**config.mk**
```make
export PLATFORM = sky130hd
export DESIGN_NAME = wpcc_queue
export DESIGN_NICKNAME = d
export VERILOG_FILES = /design/src/wpcc_pkg.sv /design/src/wpcc_queue.sv
export SDC_FILE = /design/constraint.sdc
export NUM_CORES = 1
export LEC_CHECK = 0
export BUFFER_PORTS_ARGS = -buffer_cell sky130_fd_sc_hd__buf_2
export CORE_MARGIN = 2
export CORE_UTILIZATION = 51
export DETAILED_ROUTE_END_ITERATION = 6
export PLACE_DENSITY = 0.75
export SKIP_LAST_GASP = 1
export SLEW_MARGIN = 25
export SYNTH_ARGS = -nofsm -noshare
export SYNTH_HDL_FRONTEND = slang
export SYNTH_SLANG_ARGS = --single-unit
```
**constraint.sdc**
```tcl
create_clock -name clk -period 4.5 [get_ports clk]
set_clock_uncertainty 0.05 [all_clocks]
set_input_delay 0.9 -clock clk [delete_from_list [all_inputs] [get_ports clk]]
set_output_delay 0.9 -clock clk [all_outputs]
set_load 0.05 [all_outputs]
```
**src/wpcc_pkg.sv**
```systemverilog
// shared types and constants for the windowed pair co-occurrence counter
// no dependencies; imported by every module of the block except the ram
package wpcc_pkg;

  // request codes carried in req_type
  typedef enum logic [1:0] {
    REQ_TICK   = 2'd0,
    REQ_ACCESS = 2'd1,
    REQ_READ   = 2'd2
  } req_e;

  // configuration register indexes
  localparam int CFG_IDX_W = 2;
  localparam logic [CFG_IDX_W-1:0] CFG_ON_TICKS  = 2'd0;
  localparam logic [CFG_IDX_W-1:0] CFG_OFF_TICKS = 2'd1;

  // reset values of the window lengths
  localparam logic [15:0] ON_TICKS_RST  = 16'd10;
  localparam logic [15:0] OFF_TICKS_RST = 16'd90;

  // command queue between front and back
  localparam int QDEPTH = 4;
  localparam int QPTR_W = 2;
  localparam int QCNT_W = 3;

  // reciprocal division of the read index by the way count
  localparam int RECIP_SHIFT = 20;

  typedef struct packed {
    logic [1:0]  req_type;
    logic [63:0] access_id;
    logic [11:0] read_index;
  } in_word_t;

  typedef struct packed {
    logic        entry_valid;
    logic [63:0] key_first;
    logic [63:0] key_second;
    logic [31:0] pair_count;
    logic [31:0] events_total;
    logic [31:0] pairs_total;
    logic        window_is_on;
  } out_word_t;

  // work handed from front to back
  typedef enum logic [1:0] {
    CMD_ACCESS = 2'd0,
    CMD_CLOSE  = 2'd1,
    CMD_READ   = 2'd2
  } cmd_op_e;

  typedef struct packed {
    cmd_op_e     op;
    logic [63:0] id;
    logic [11:0] idx;
    logic [11:0] qset;
    logic [31:0] events;
    logic        win;
  } cmd_t;

  // one way of a table set
  typedef struct packed {
    logic        valid;
    logic [63:0] first;
    logic [63:0] second;
    logic [31:0] count;
  } entry_t;

  typedef enum logic [3:0] {
    B_CLEAR,
    B_IDLE,
    B_READ,
    B_LOAD_A,
    B_WAIT_A,
    B_LOAD_B,
    B_WAIT_B,
    B_HASH,
    B_TREAD,
    B_TUPDATE
  } back_state_e;

  function automatic logic [31:0] sat_inc(input logic [31:0] c);
    sat_inc = (c == 32'hFFFF_FFFF) ? c : c + 32'd1;
  endfunction

endpackage

```
**src/wpcc_queue.sv**
```systemverilog
// short command queue between front and back
// depends on wpcc_pkg
module wpcc_queue (
  input  logic          clk,
  input  logic          rst,
  input  logic          push,
  input  wpcc_pkg::cmd_t push_cmd,
  input  logic          pop,
  output wpcc_pkg::cmd_t head_cmd,
  output logic          empty,
  output logic          full
);
  import wpcc_pkg::*;

  cmd_t              slots [QDEPTH];
  logic [QPTR_W-1:0] wr_ptr;
  logic [QPTR_W-1:0] rd_ptr;
  logic [QCNT_W-1:0] count;

  assign empty    = (count == '0);
  assign full     = (count == QCNT_W'(QDEPTH));
  assign head_cmd = slots[rd_ptr];

  // storage
  always_ff @(posedge clk) begin
    if (push) begin
      slots[wr_ptr] <= push_cmd;
    end
  end

  // pointers and fill count
  always_ff @(posedge clk) begin
    if (rst) begin
      wr_ptr <= '0;
      rd_ptr <= '0;
      count  <= '0;
    end else begin
      if (push) begin
        wr_ptr <= wr_ptr + 1'b1;
      end
      if (pop) begin
        rd_ptr <= rd_ptr + 1'b1;
      end
      case ({push, pop})
        2'b10:   count <= count + 1'b1;
        2'b01:   count <= count - 1'b1;
        default: count <= count;
      endcase
    end
  end
endmodule

```
# Word-level counts from Yosys, hierarchy flattened
# Memory sizes are Yosys's and may differ from the RTL's. A register that Yosys moved wholly into a read port is not among the register bits.
# Index checks and enable logic that the tools add are counted.
# word_totals
reg_bits	7
mem_bits_rw	492
input_bits	127
out_inout_bits	125
n_memories	1
# op_classes
n_addsub	4
eq_ne	3
mux	5
n_reduce_logical	2
# mem_list
memory	depth	word_bits	read_ports	rd_clocked_by_memory_dff	wr	line	source
slots	4	123	1	1	1	wpcc_queue.sv:15	cmd_t slots [QDEPTH];
# ops
op	n
$pmux 3 s2	1
$add 2x1->2 const B	2
$mux 2	2
$add 3x1->3 const B	1
$eq 3x3->1 const B	1
$logic_not 3->1	1
$sub 3x1->3 const B	1
$eq 2x1->1 const B	1
$eq 2x2->1 const B	1
$mux 1	2
$reduce_bool 2->1	1

# Logic depth before layout (Yosys ltp)
# logic_depth
ltp_word	3
ltp_mapped	7
mapped_depth_nobuf	7

# Least setup slack after synthesis
# No wires, ideal clock.
# synth_timing
path_type	input to register
start	input push
end	memory slots[0][0] in the netlist's numbering (enable)
setup_ns	0.496
t_arrival_ns	3.721
required_time_ns	3.954
path_slack_ns	0.232
path_stages	1
n_path_buf	0
cell_sequence	and2_1
# synth_between
elab_chain_len	2
# synth_lines
item	line	source
start, declared	wpcc_queue.sv:6	input logic push,
$mux 1	wpcc_queue.sv:26	if (push) begin
$mux 1 (not written as such)	wpcc_queue.sv:27	slots[wr_ptr] <= push_cmd;
end, declared	wpcc_queue.sv:15	
# No other way between the ends.

==> impl_results.md <==
* Dpl hpwl at 21,170 um
* Max-cap check violation count at 0
* CORE AREA at 35,310 sq um
* Max-slew headroom at 41.67%
* Yosys cell types at 21
* Die Wd at 192.8 um
* Hold Buf Count CTS at 0
* # resized after CTS at 0
* I/O pin count at 252
* Int Power at 7.796 mW
* Yosys reg bits at 501
* Grt ovf at 0
* Ys Warns at 0
* RSZ-0062 raised after global routing: false
* Largest area contributor in the netlist: edfxtp_1
* Pre-CTS setup slack at 1458 ps
* Net Sw Frac at 25.74%
* Clk buf depth at 3
* Die Y at 192.8 um
* Final period demand of the worst path at 3585 ps
* Period utilisation layout at 79.66%
* Vias in the first global route at 8,574
* Top_reg_cell synth: edfxtp_1
* Max Slew Vio Count at 0
* Critical Path Fanout Max at 37
* Total Wirelength at 34,290 um
* Via count at 8,249
* Register area share after synthesis at 82.29%
* Leading cell types by count after synthesis: 492 x edfxtp_1, 123 x mux4_2, 14 x buf_2, 9 x dfxtp_1
* WL/cell at 23.01 um
* Post-route setup TNS at 0 ps
* Largest cells by area after synthesis: edfxtp_1 81%, mux4_2 15%, dfxtp_1 0.99%, buf_6 0.50%, buf_2 0.39%
* Kind of critical path: register to primary output
* Initial antenna violation count at 8
* Largest net degree at the start of global routing at 58
* Comb power frac at 14.1%
* Syn Std Cell Area at 18,170 sq um
* Sw Pwr at 2.703 mW
* Worst Setup End Kind: primary output
* Async set-reset flop share out of synthesis at 0%
* Crit path arrival time at 2630 ps
* Fin nets at 1,120
* Status: completed
* Clock power frac at 34.0%
* ANT nets after route at 0
* Post-synth EDFFs at 492
* Global-route wire length before repair at 50,430 um
* Syn_area_per_cell at 26.34 sq um
* Reg clk slew, reported paths at 60 ps
* Port bufs at 251
* Mapped Cells at 690
* Maximum VDD drop at 441.4 uV
* Highest Clock Rate at 278.9 MHz
* Share of cells above drive strength 1 at 45.35%
* Hold WC Path Type: register to register
* Initial Util at 51.47%
* Vias/cell at 5.536
* Final Setup Violations at 0
* Overall power at 10.50 mW
* Post-CTS Setup Bufs at 0
* Drt initial violations at 500
* Layout area overhead at 18.29%
* Die area at 37,160 sq um
* P_leak at 7.211 nW
* Total CTS buffers at 49
* Layout Utilization at 60.88%
* Setup WS post-layout at 915.1 ps
* Top-area cell type share of the netlist area at 81.30%
* Slew @ Worst Pin at 874.9 ps
* Final GP Congestion at 0.7229
* CTS sink cnt at 501
* H-tree depth at 2
* Most frequent cell after synthesis: edfxtp_1
* Power density over the cells at 488.4 nW/um^2
* Worst-Skew Late Latency at 570 ps
* First-pass DRT Iterations at 5
* # DRC at 0
* CP Launch Type: register
* CTS tree: done
* Row cnt at 69
* Syn nets at 823
* Register share of total power at 51.9%
* WP data required at 3550 ps
* Tot GR Track Use at 18.66%
* CTS root buffer: clkbuf_16
* Final hold violation count at 0
## cells by family after synthesis
| family | synth area share (%) |
|---|---|
| AOI/OAI and AO/OA | 0.08260 |
| xor gates and xnor gates | 0.2410 |
| adders and majority gates | 0.4544 |
| buffers and inverters | 1.212 |
| DFF | 82.29 |
| muxes | 15.30 |
| and+or+nand+nor | 0.4200 |
## state kept, by name, summed over array words and instances (netlist names), named ones only
| register | flops |
|---|---|
| slots | 492 |
| count | 3 |
| rd_ptr | 2 |
| wr_ptr | 2 |
## metrics by stage
step	hold slack (ps)	std cells	instance area, sq um
after global placement	435.8	1397	20090
after floorplan	416.9	690	18170
after detailed placement	445.1	1397	20090
final	461.4	1490	21500
after CTS	453.8	1482	21480
after global routing	473.8	1485	21480
## critical path: stages, from the launching register on
cell and delay [ps]:
dfxtp_4 890, buf_4 360, mux4_2 540, buf_2 230
## path summary, 6_finish.rpt
kind	startpoint	to	slack, ps	depth (start not counted)
min reg2reg	count[2]	count[2]	460	2
max	register	head_cmd[52]	920	3
max reg2reg	wr_ptr[0]	slots[0][93]	2350	4
min	count[2]	count[2]	460	2
## power by group through the flow
stage                     clock, mW  sequential, mW  combinational, mW
after floorplan                   0            5.51               1.13
after global placement            0            5.53               1.48
after detailed placement          0            5.54               1.50
after CTS                      3.67            5.45               1.51
after global routing           3.84            5.46               1.56
final                          3.57            5.44               1.48
## routing by layer
metal / GRT usage, % / up-vias / wire length [um]
li1: - / 3581 / -
met1: 24.26 / 4330 / 13730
met2: 30.20 / 268 / 16900
met3: 5.456 / 60 / 2880
met4: 6.723 / 10 / 720
met5: 0 / - / 66
## cells in the final DEF, fill, tap and decap left out
cell          n
xor2_1        3
or3_1         1
buf_12        7
clkbuf_1     10
clkinvlp_4    1
clkinv_1     16
buf_4        17
nor3_1        1
ha_1          5
dfxtp_4       2
dfxtp_1       7
mux2i_1       1
edfxtp_1    492
nor2_1        8
inv_1         6
inv_6         2
xnor2_1       2
clkbuf_16    49
diode_2       8
mux4_2      123
fa_1          1
clkinv_2      7
nand2_1       1
and3_1        1
o21ai_0       1
buf_2       251
a21oi_1       2
and2_4        4
## cell type report
type                            instances  area [sq um]
Timing Repair Buffer                  275          1524
Multi-Input combinational cell        154          3008
Clock inverter                         26         120.1
Fill cell                            2409         13810
Sequential cell                       501         14960
Antenna cell                            8         20.02
Tap cell                              461         576.8
Inverter                                6         22.52
Clock buffer                           59          1264
Note: power is estimated with default switching activity, not from simulation.
