--- config.mk ---
export PLATFORM = sky130hd
export DESIGN_NAME = wpcc_front
export DESIGN_NICKNAME = d
export VERILOG_FILES = /design/src/wpcc_pkg.sv /design/src/wpcc_front.sv
export SDC_FILE = /design/constraint.sdc
export NUM_CORES = 1
export LEC_CHECK = 0
export BUFFER_PORTS_ARGS = -buffer_cell sky130_fd_sc_hd__buf_2
export CAP_MARGIN = 10
export CORE_MARGIN = 1
export CORE_UTILIZATION = 48
export DETAILED_ROUTE_END_ITERATION = 10
export HOLD_SLACK_MARGIN = 0.06
export PLACE_DENSITY = 0.81
export SETUP_SLACK_MARGIN = 0.2
export SYNTH_ARGS = -nofsm -noshare
export SYNTH_HDL_FRONTEND = slang
export SYNTH_SLANG_ARGS = --single-unit
--- constraint.sdc ---
create_clock -name clk -period 4.59 [get_ports clk]
set_clock_uncertainty 0.2 [all_clocks]
set_input_delay 0.918 -clock clk [delete_from_list [all_inputs] [get_ports clk]]
set_output_delay 0.918 -clock clk [all_outputs]
set_load 0.01 [all_outputs]
--- src/wpcc_pkg.sv ---
// shared types and constants for the windowed pair co-occurrence counter
// no dependencies; imported by every module of the block except the ram
package wpcc_pkg;

  // request codes carried in req_type
  typedef enum logic [1:0] {
    REQ_TICK   = 2'd0,
    REQ_ACCESS = 2'd1,
    REQ_READ   = 2'd2
  } req_e;

  // configuration register indexes
  localparam int CFG_IDX_W = 2;
  localparam logic [CFG_IDX_W-1:0] CFG_ON_TICKS  = 2'd0;
  localparam logic [CFG_IDX_W-1:0] CFG_OFF_TICKS = 2'd1;

  // reset values of the window lengths
  localparam logic [15:0] ON_TICKS_RST  = 16'd10;
  localparam logic [15:0] OFF_TICKS_RST = 16'd90;

  // command queue between front and back
  localparam int QDEPTH = 4;
  localparam int QPTR_W = 2;
  localparam int QCNT_W = 3;

  // reciprocal division of the read index by the way count
  localparam int RECIP_SHIFT = 20;

  typedef struct packed {
    logic [1:0]  req_type;
    logic [63:0] access_id;
    logic [11:0] read_index;
  } in_word_t;

  typedef struct packed {
    logic        entry_valid;
    logic [63:0] key_first;
    logic [63:0] key_second;
    logic [31:0] pair_count;
    logic [31:0] events_total;
    logic [31:0] pairs_total;
    logic        window_is_on;
  } out_word_t;

  // work handed from front to back
  typedef enum logic [1:0] {
    CMD_ACCESS = 2'd0,
    CMD_CLOSE  = 2'd1,
    CMD_READ   = 2'd2
  } cmd_op_e;

  typedef struct packed {
    cmd_op_e     op;
    logic [63:0] id;
    logic [11:0] idx;
    logic [11:0] qset;
    logic [31:0] events;
    logic        win;
  } cmd_t;

  // one way of a table set
  typedef struct packed {
    logic        valid;
    logic [63:0] first;
    logic [63:0] second;
    logic [31:0] count;
  } entry_t;

  typedef enum logic [3:0] {
    B_CLEAR,
    B_IDLE,
    B_READ,
    B_LOAD_A,
    B_WAIT_A,
    B_LOAD_B,
    B_WAIT_B,
    B_HASH,
    B_TREAD,
    B_TUPDATE
  } back_state_e;

  function automatic logic [31:0] sat_inc(input logic [31:0] c);
    sat_inc = (c == 32'hFFFF_FFFF) ? c : c + 32'd1;
  endfunction

endpackage

--- src/wpcc_front.sv ---
// front: config registers, tick window tracking, event total, command build
// depends on wpcc_pkg
module wpcc_front #(
  parameter int TABLE_WAYS = 4
) (
  input  logic                            clk,
  input  logic                            rst,
  input  logic                            accept,
  input  wpcc_pkg::in_word_t              item,
  input  logic                            cfg_we,
  input  logic [wpcc_pkg::CFG_IDX_W-1:0]  cfg_index,
  input  logic [15:0]                     cfg_data,
  output logic                            push,
  output wpcc_pkg::cmd_t                  push_cmd
);
  import wpcc_pkg::*;

  localparam int RECIP = ((1 << RECIP_SHIFT) + TABLE_WAYS - 1) / TABLE_WAYS;

  logic [15:0] on_ticks;
  logic [15:0] off_ticks;
  logic        win_open;
  logic        win_open_next;
  logic [15:0] tick_count;
  logic [15:0] tick_count_next;
  logic [15:0] tick_inc;
  logic [31:0] events_seen;
  logic [31:0] events_seen_next;
  logic [32:0] set_prod;

  // set number of the read index by reciprocal multiply
  assign set_prod = 33'(item.read_index) * 33'(RECIP);
  assign tick_inc = tick_count + 16'd1;

  // classify the word and build the command
  always_comb begin
    win_open_next    = win_open;
    tick_count_next  = tick_count;
    events_seen_next = events_seen;
    push             = 1'b0;
    push_cmd.op      = CMD_READ;
    push_cmd.id      = item.access_id;
    push_cmd.idx     = item.read_index;
    push_cmd.qset    = set_prod[RECIP_SHIFT+11:RECIP_SHIFT];
    push_cmd.events  = events_seen;
    push_cmd.win     = win_open;
    if (accept) begin
      unique case (item.req_type)
        REQ_TICK: begin
          tick_count_next = tick_inc;
          if (win_open) begin
            if (tick_inc >= on_ticks) begin
              win_open_next   = 1'b0;
              tick_count_next = '0;
              push            = 1'b1;
              push_cmd.op     = CMD_CLOSE;
            end
          end else if (tick_inc >= off_ticks) begin
            win_open_next   = 1'b1;
            tick_count_next = '0;
          end
        end
        REQ_ACCESS: begin
          if (win_open) begin
            events_seen_next = sat_inc(events_seen);
            push             = 1'b1;
            push_cmd.op      = CMD_ACCESS;
          end
        end
        REQ_READ: begin
          push        = 1'b1;
          push_cmd.op = CMD_READ;
        end
        default: begin
        end
      endcase
    end
  end

  // config and window state
  always_ff @(posedge clk) begin
    if (rst) begin
      on_ticks    <= ON_TICKS_RST;
      off_ticks   <= OFF_TICKS_RST;
      win_open    <= 1'b1;
      tick_count  <= '0;
      events_seen <= '0;
    end else begin
      if (cfg_we) begin
        unique case (cfg_index)
          CFG_ON_TICKS:  on_ticks  <= cfg_data;
          CFG_OFF_TICKS: off_ticks <= cfg_data;
          default: begin
          end
        endcase
      end
      win_open    <= win_open_next;
      tick_count  <= tick_count_next;
      events_seen <= events_seen_next;
    end
  end
endmodule

Word level (Yosys, flattened, before mapping)
Index checks and enable logic that the tools add are counted.
Word-level totals
  input bits: 100
  word-level logic and storage cells: 36
  output and inout bits: 124
  bits in registers: 81
Cells by class
  muxes and demuxes: 16
  add/sub/neg operators: 2
  $lt $le $gt $ge: 2
  reductions and logical operators: 6
  eq/ne operators: 4
  bitwise gates (word level): 1
Operator list (number)
  $mux W16: 3
  $add A32 B1 Y32 const B: 1
  $eq A32 B32 Y1 const B: 1
  $ge A16 B16 Y1: 2
  $add A16 B1 Y16 const B: 1
  $mux W2: 4
  $mux W1: 7
  $reduce_and A2 Y1: 3
  $eq A2 B1 Y1 const B: 2
  $logic_not A2 Y1: 2
  $pmux W2 S2: 1
  $reduce_and A4 Y1: 1
  $pmux W1 S3: 1
  $eq A2 B2 Y1 const B: 1
  $not A1 Y1: 1

Longest topological paths before layout
  word-level depth: 6
  depth in mapped cells: 15
  depth with buffers taken out: 14

Worst setup path before layout
OpenSTA, ideal clock, no wires.
  path kind: flip-flop to output port
  start: reg tick_count[2]
  end: out push
  path slack: 0.627 ns
  data required time: 3.472 ns
  cell stages (with the launch flop): 13
  arrival time: 2.845 ns
  cell sequence: dfxtp_1 -> nand3_1 -> nor3_1 -> and2_1 -> nand4_1 -> xnor2_1 -> ha_1 -> a21o_1 -> a21o_1 -> a21oi_1 -> nand2_1 -> o2111ai_1 -> nand2_1
On the way
  longest elaborated chain between the ends: 6
RTL lines
  from (decl): line wpcc_front.sv:24  | logic [15:0] tick_count;
  from (signal assigned): line wpcc_front.sv:98  | tick_count <= tick_count_next;
  $add A16 B1 Y16: line wpcc_front.sv:33  | assign tick_inc = tick_count + 16'd1;
  $ge A16 B16 Y1: line wpcc_front.sv:52  | if (tick_inc >= on_ticks) begin
  $mux W1: line wpcc_front.sv:52
  $mux W1: line wpcc_front.sv:51  | if (win_open) begin
  $pmux W1 S3: line wpcc_front.sv:48  | unique case (item.req_type)
  $mux W1: line wpcc_front.sv:47  | if (accept) begin
  to (decl): line wpcc_front.sv:13  | output logic push,
Every way passes these cells.

Worst setup path in the final report
  start: reg tick_count[3]
  end: out push
Same word-level chain as after synthesis.

==> impl_metrics.py <==
metrics = {
    "critical_path": {
        "max_stage_delay_ps": 390,
        "critPathSlowestCell": "dfxtp_4",
        "critPathArrivalTime_ps": 3100,
        "critPathMaxFanout": 6,
        "reg2reg_to": "tick_count[1]",
        "ff2ff_setup_slack_ps": 1180,
        "crit_type": "flip-flop to output port",
        "worstSetupEndpointType": "output port",
        "ff2ff_path_depth": 16,
        "critPathLaunchType": "flip-flop",
        "rr_startpoint": "tick_count[0]",
        "crit_path_cell_trace": "nand2_2 -> nor3_4 -> buf_6 -> and2_4 -> nand4_1 -> xnor2_2 -> ha_1 -> a21o_1 -> a21o_1 -> a21oi_2 -> nand2_2 -> o2111ai_2 -> nand2_1 -> buf_2",
        "cp.required_ps": 3470,
    },
    "placed_design": {
        "gp_congestion": 0.8525,
        "io_buffers": 59,
        "place_hpwl_um": 7867,
    },
    "floorplanning": {
        "start_util_pct": 50.30,
        "rows": 36,
        "fp.dieH_um": 103.9,
        "dieWidth_um": 103.9,
        "ios": 224,
        "dieArea_mm2": 0.01080,
        "core-area_mm2": 0.009910,
    },
    "global_routing": {
        "grt.total_usage_pct": 20.31,
        "antenna_found_initial": 0,
        "grt_pass1_vias": 4035,
        "grt_pass1_wl_um": 18150,
        "grt_overflow": 0,
        "grt_start_max_net_pins": 48,
    },
    "sta": {
        "fin_crit_sh_pct": 91.86,
        "period_minus_slack_ps": 4217,
        "fmax_mhz": 237.2,
        "hold_slack_ps": 259.9,
        "hold_viol": 0,
        "rsz0062_at_grt": "false",
        "final.setup.tns_ps": 0,
        "slew_violations": 0,
        "relSlewSlack_pct": 23.47,
        "worstMarginPinSlew_ps": 1143,
        "setup_viol": 0,
    },
    "drt": {
        "first_pass_iters": 5,
        "route.vias.total": 4074,
        "ant_nets": 0,
        "vias_per_cell": 5.498,
        "drc_errors": 0,
        "wl_per_cell_um": 14.46,
        "drt_iter0_drc": 162,
        "finalWirelength_um": 10710,
    },
    "finish": {
        "utilization_pct": 51.38,
        "antenna_cells": 0,
        "final_common_cell": "nand2_1",
        "syn_to_final_growth_pct": 2.133,
        "final_layout_size_suffix_gt1_share_pct": 19.90,
        "nets": 737,
        "num-fill-cells": 961,
        "final_cell_mix": "nand2_1 (98), dfxtp_1 (74), buf_2 (59)",
    },
    "clock_network": {
        "clkTransAtPathRegs_ps": 100,
        "cts_buffer_depth": 2,
        "cts.sinks": 81,
        "ctsHoldBuffers": 0,
        "clkLatencyLatePin_ps": 360,
        "cts_made_buffers": 9,
        "clock-root-buffer": "clkbuf_8",
        "cts_tree": "done",
        "htreeDepth": 3,
    },
    "power_and_ir_drop": {
        "comb_power_share_pct": 7.5,
        "p_per_area_mw_per_mm2": 261.6,
        "ir_worst_vdd_v": 0.0001597,
        "switchingPower_uw": 371.0,
        "p_leak_nw": 2.129,
        "intPower_uw": 960.9,
        "sw_frac_of_total_pct": 27.86,
        "pwr-share-seq_pct": 54.1,
        "clkPwrFrac_pct": 38.4,
    },
    "yosys": {
        "synth-seq-cells": 81,
        "synth_area_mm2": 0.004985,
        "synth_warnings": 0,
        "ys_types": 49,
        "synth_edf_count": 0,
        "synth_seq_area_share_pct": 32.53,
        "synthTopCellsByArea": "dfxtp_1 (33%), buf_4 (13%), ha_1 (8.5%), nand2_1 (7.5%), a21oi_1 (5.1%)",
        "synthFlopType": "dfxtp_1",
        "syn_area_per_cell_um2": 7.862,
        "yosysTopAreaCellShare_pct": 32.53,
        "yosysTopAreaCell": "dfxtp_1",
        "async_flop_share_pct": 0,
        "syn_inst": 634,
    },
    "min_path": {
        "hold_start": "on_ticks[10]",
        "hold_path.class": "flip-flop to flip-flop",
        "whs_path_depth": 2,
        "worstHoldEndpoint": "on_ticks[10]",
    },
    "flow_run": {
        "drv_cap": 0,
    },
    "outcome": {
        "outcome": "completed",
    },
}
-- cell type report --
class | instances | area, µm² | share of cell area, %
multi-input cells | 406 | 2576 | 50.60
flip-flops and latches | 81 | 1645 | 32.32
repair buffers | 69 | 374.1 | 7.348
well taps | 133 | 166.4 | 3.269
inverters | 36 | 135.1 | 2.654
clock buffers | 9 | 123.9 | 2.433
clock inverters | 7 | 70.07 | 1.376
-- synth_stat cells (2+ instances only) --
cell and number:
clkbuf_1 18, buf_2 2, nor4_1 3, nand2_1 100, dfxtp_1 81, a21oi_1 51
a211oi_1 2, a31oi_1 7, buf_1 2, and2_1 2, nor3_1 6, and4_1 2
o211ai_1 7, and4_2 3, nand4_1 14, nand4b_1 2, a21o_1 8, or3_2 2
nand3b_1 4, o21ai_0 14, or3_1 6, xnor2_1 15, buf_4 89, nor2_1 39
xor2_1 23, nor3b_1 3, nand3_1 33, inv_1 36, and3_1 7, ha_1 34
-- critical path, delay by kind of cell, from the launching register on --
kind / cells / cell delay (ps)
DFF: 1 / 390
and+or+nand+nor: 6 / 750
buffers and inverters: 2 / 270
xor gates and xnor gates: 1 / 270
adders and majority gates: 1 / 300
AOI/OAI and AO/OA: 4 / 750
-- worst max-delay path by stage --
stage / startpoint / endpoint / slack (ps) / cells past startpoint
5_1_grt: tick_count[0] / push / 200 / 13
4_1_cts: tick_count[2] / push / 210 / 14
3_3_place_gp: tick_count[0] / push / 540 / 14
3_5_place_dp: tick_count[2] / push / 360 / 14
6_report: tick_count[3] / push / 370 / 14
2_1_floorplan: tick_count[2] / push / 630 / 12
-- per-stage QoR --
step                total power [mW]  instances  instance area, µm²  setup WS [ps]
global route                   1.390        741                5091          195.9
global placement              0.8290        719                4722          541.8
detailed placement            0.8345        719                4722          359.0
CTS                            1.347        735                4986          214.7
floorplan                     0.8777        635                4989          627.3
finish                         1.332        741                5091          373.5
-- power groups by stage --
stage	Sequential [mW]	Combinational [mW]	Clock [mW]
after floorplan	0.737	0.141	0
after global placement	0.738	0.0906	0
after detailed placement	0.739	0.0952	0
after CTS	0.723	0.0963	0.528
after global routing	0.722	0.112	0.555
final	0.720	0.0996	0.512
-- registers in the layout, summed over array words and instances (netlist names) --
register	cells
off_ticks	16
on_ticks	16
tick_count	16
events_seen	32
win_open	1
-- cell families after synthesis --
group	share of synthesized area [%]
adders and majority gates	8.534
DFF	32.53
and+or+nand+nor	22.47
AOI/OAI and AO/OA	11.50
other	0.07523
xor gates and xnor gates	6.677
muxes	0.2008
buffers and inverters	18.02
-- metal layers --
| layer | vias to the layer above | GRT usage (%) | share of wire (%) |
|---|---|---|---|
| met3 | 45 | 5.138 | 5.6 |
| met4 | 0 | 11.12 | 3.5 |
| met5 | - | 0 | 0 |
| met1 | 1909 | 21.63 | 39 |
| met2 | 134 | 36.57 | 52 |
| li1 | 1986 | - | - |
-- timing repair --
item,4_1_cts,5_1_grt
pin swaps,2,6
buffers inserted,0,6
gates resized for setup,17,18
endpoints found under the setup margin,3,3
Power figures use the tool's default switching activity.
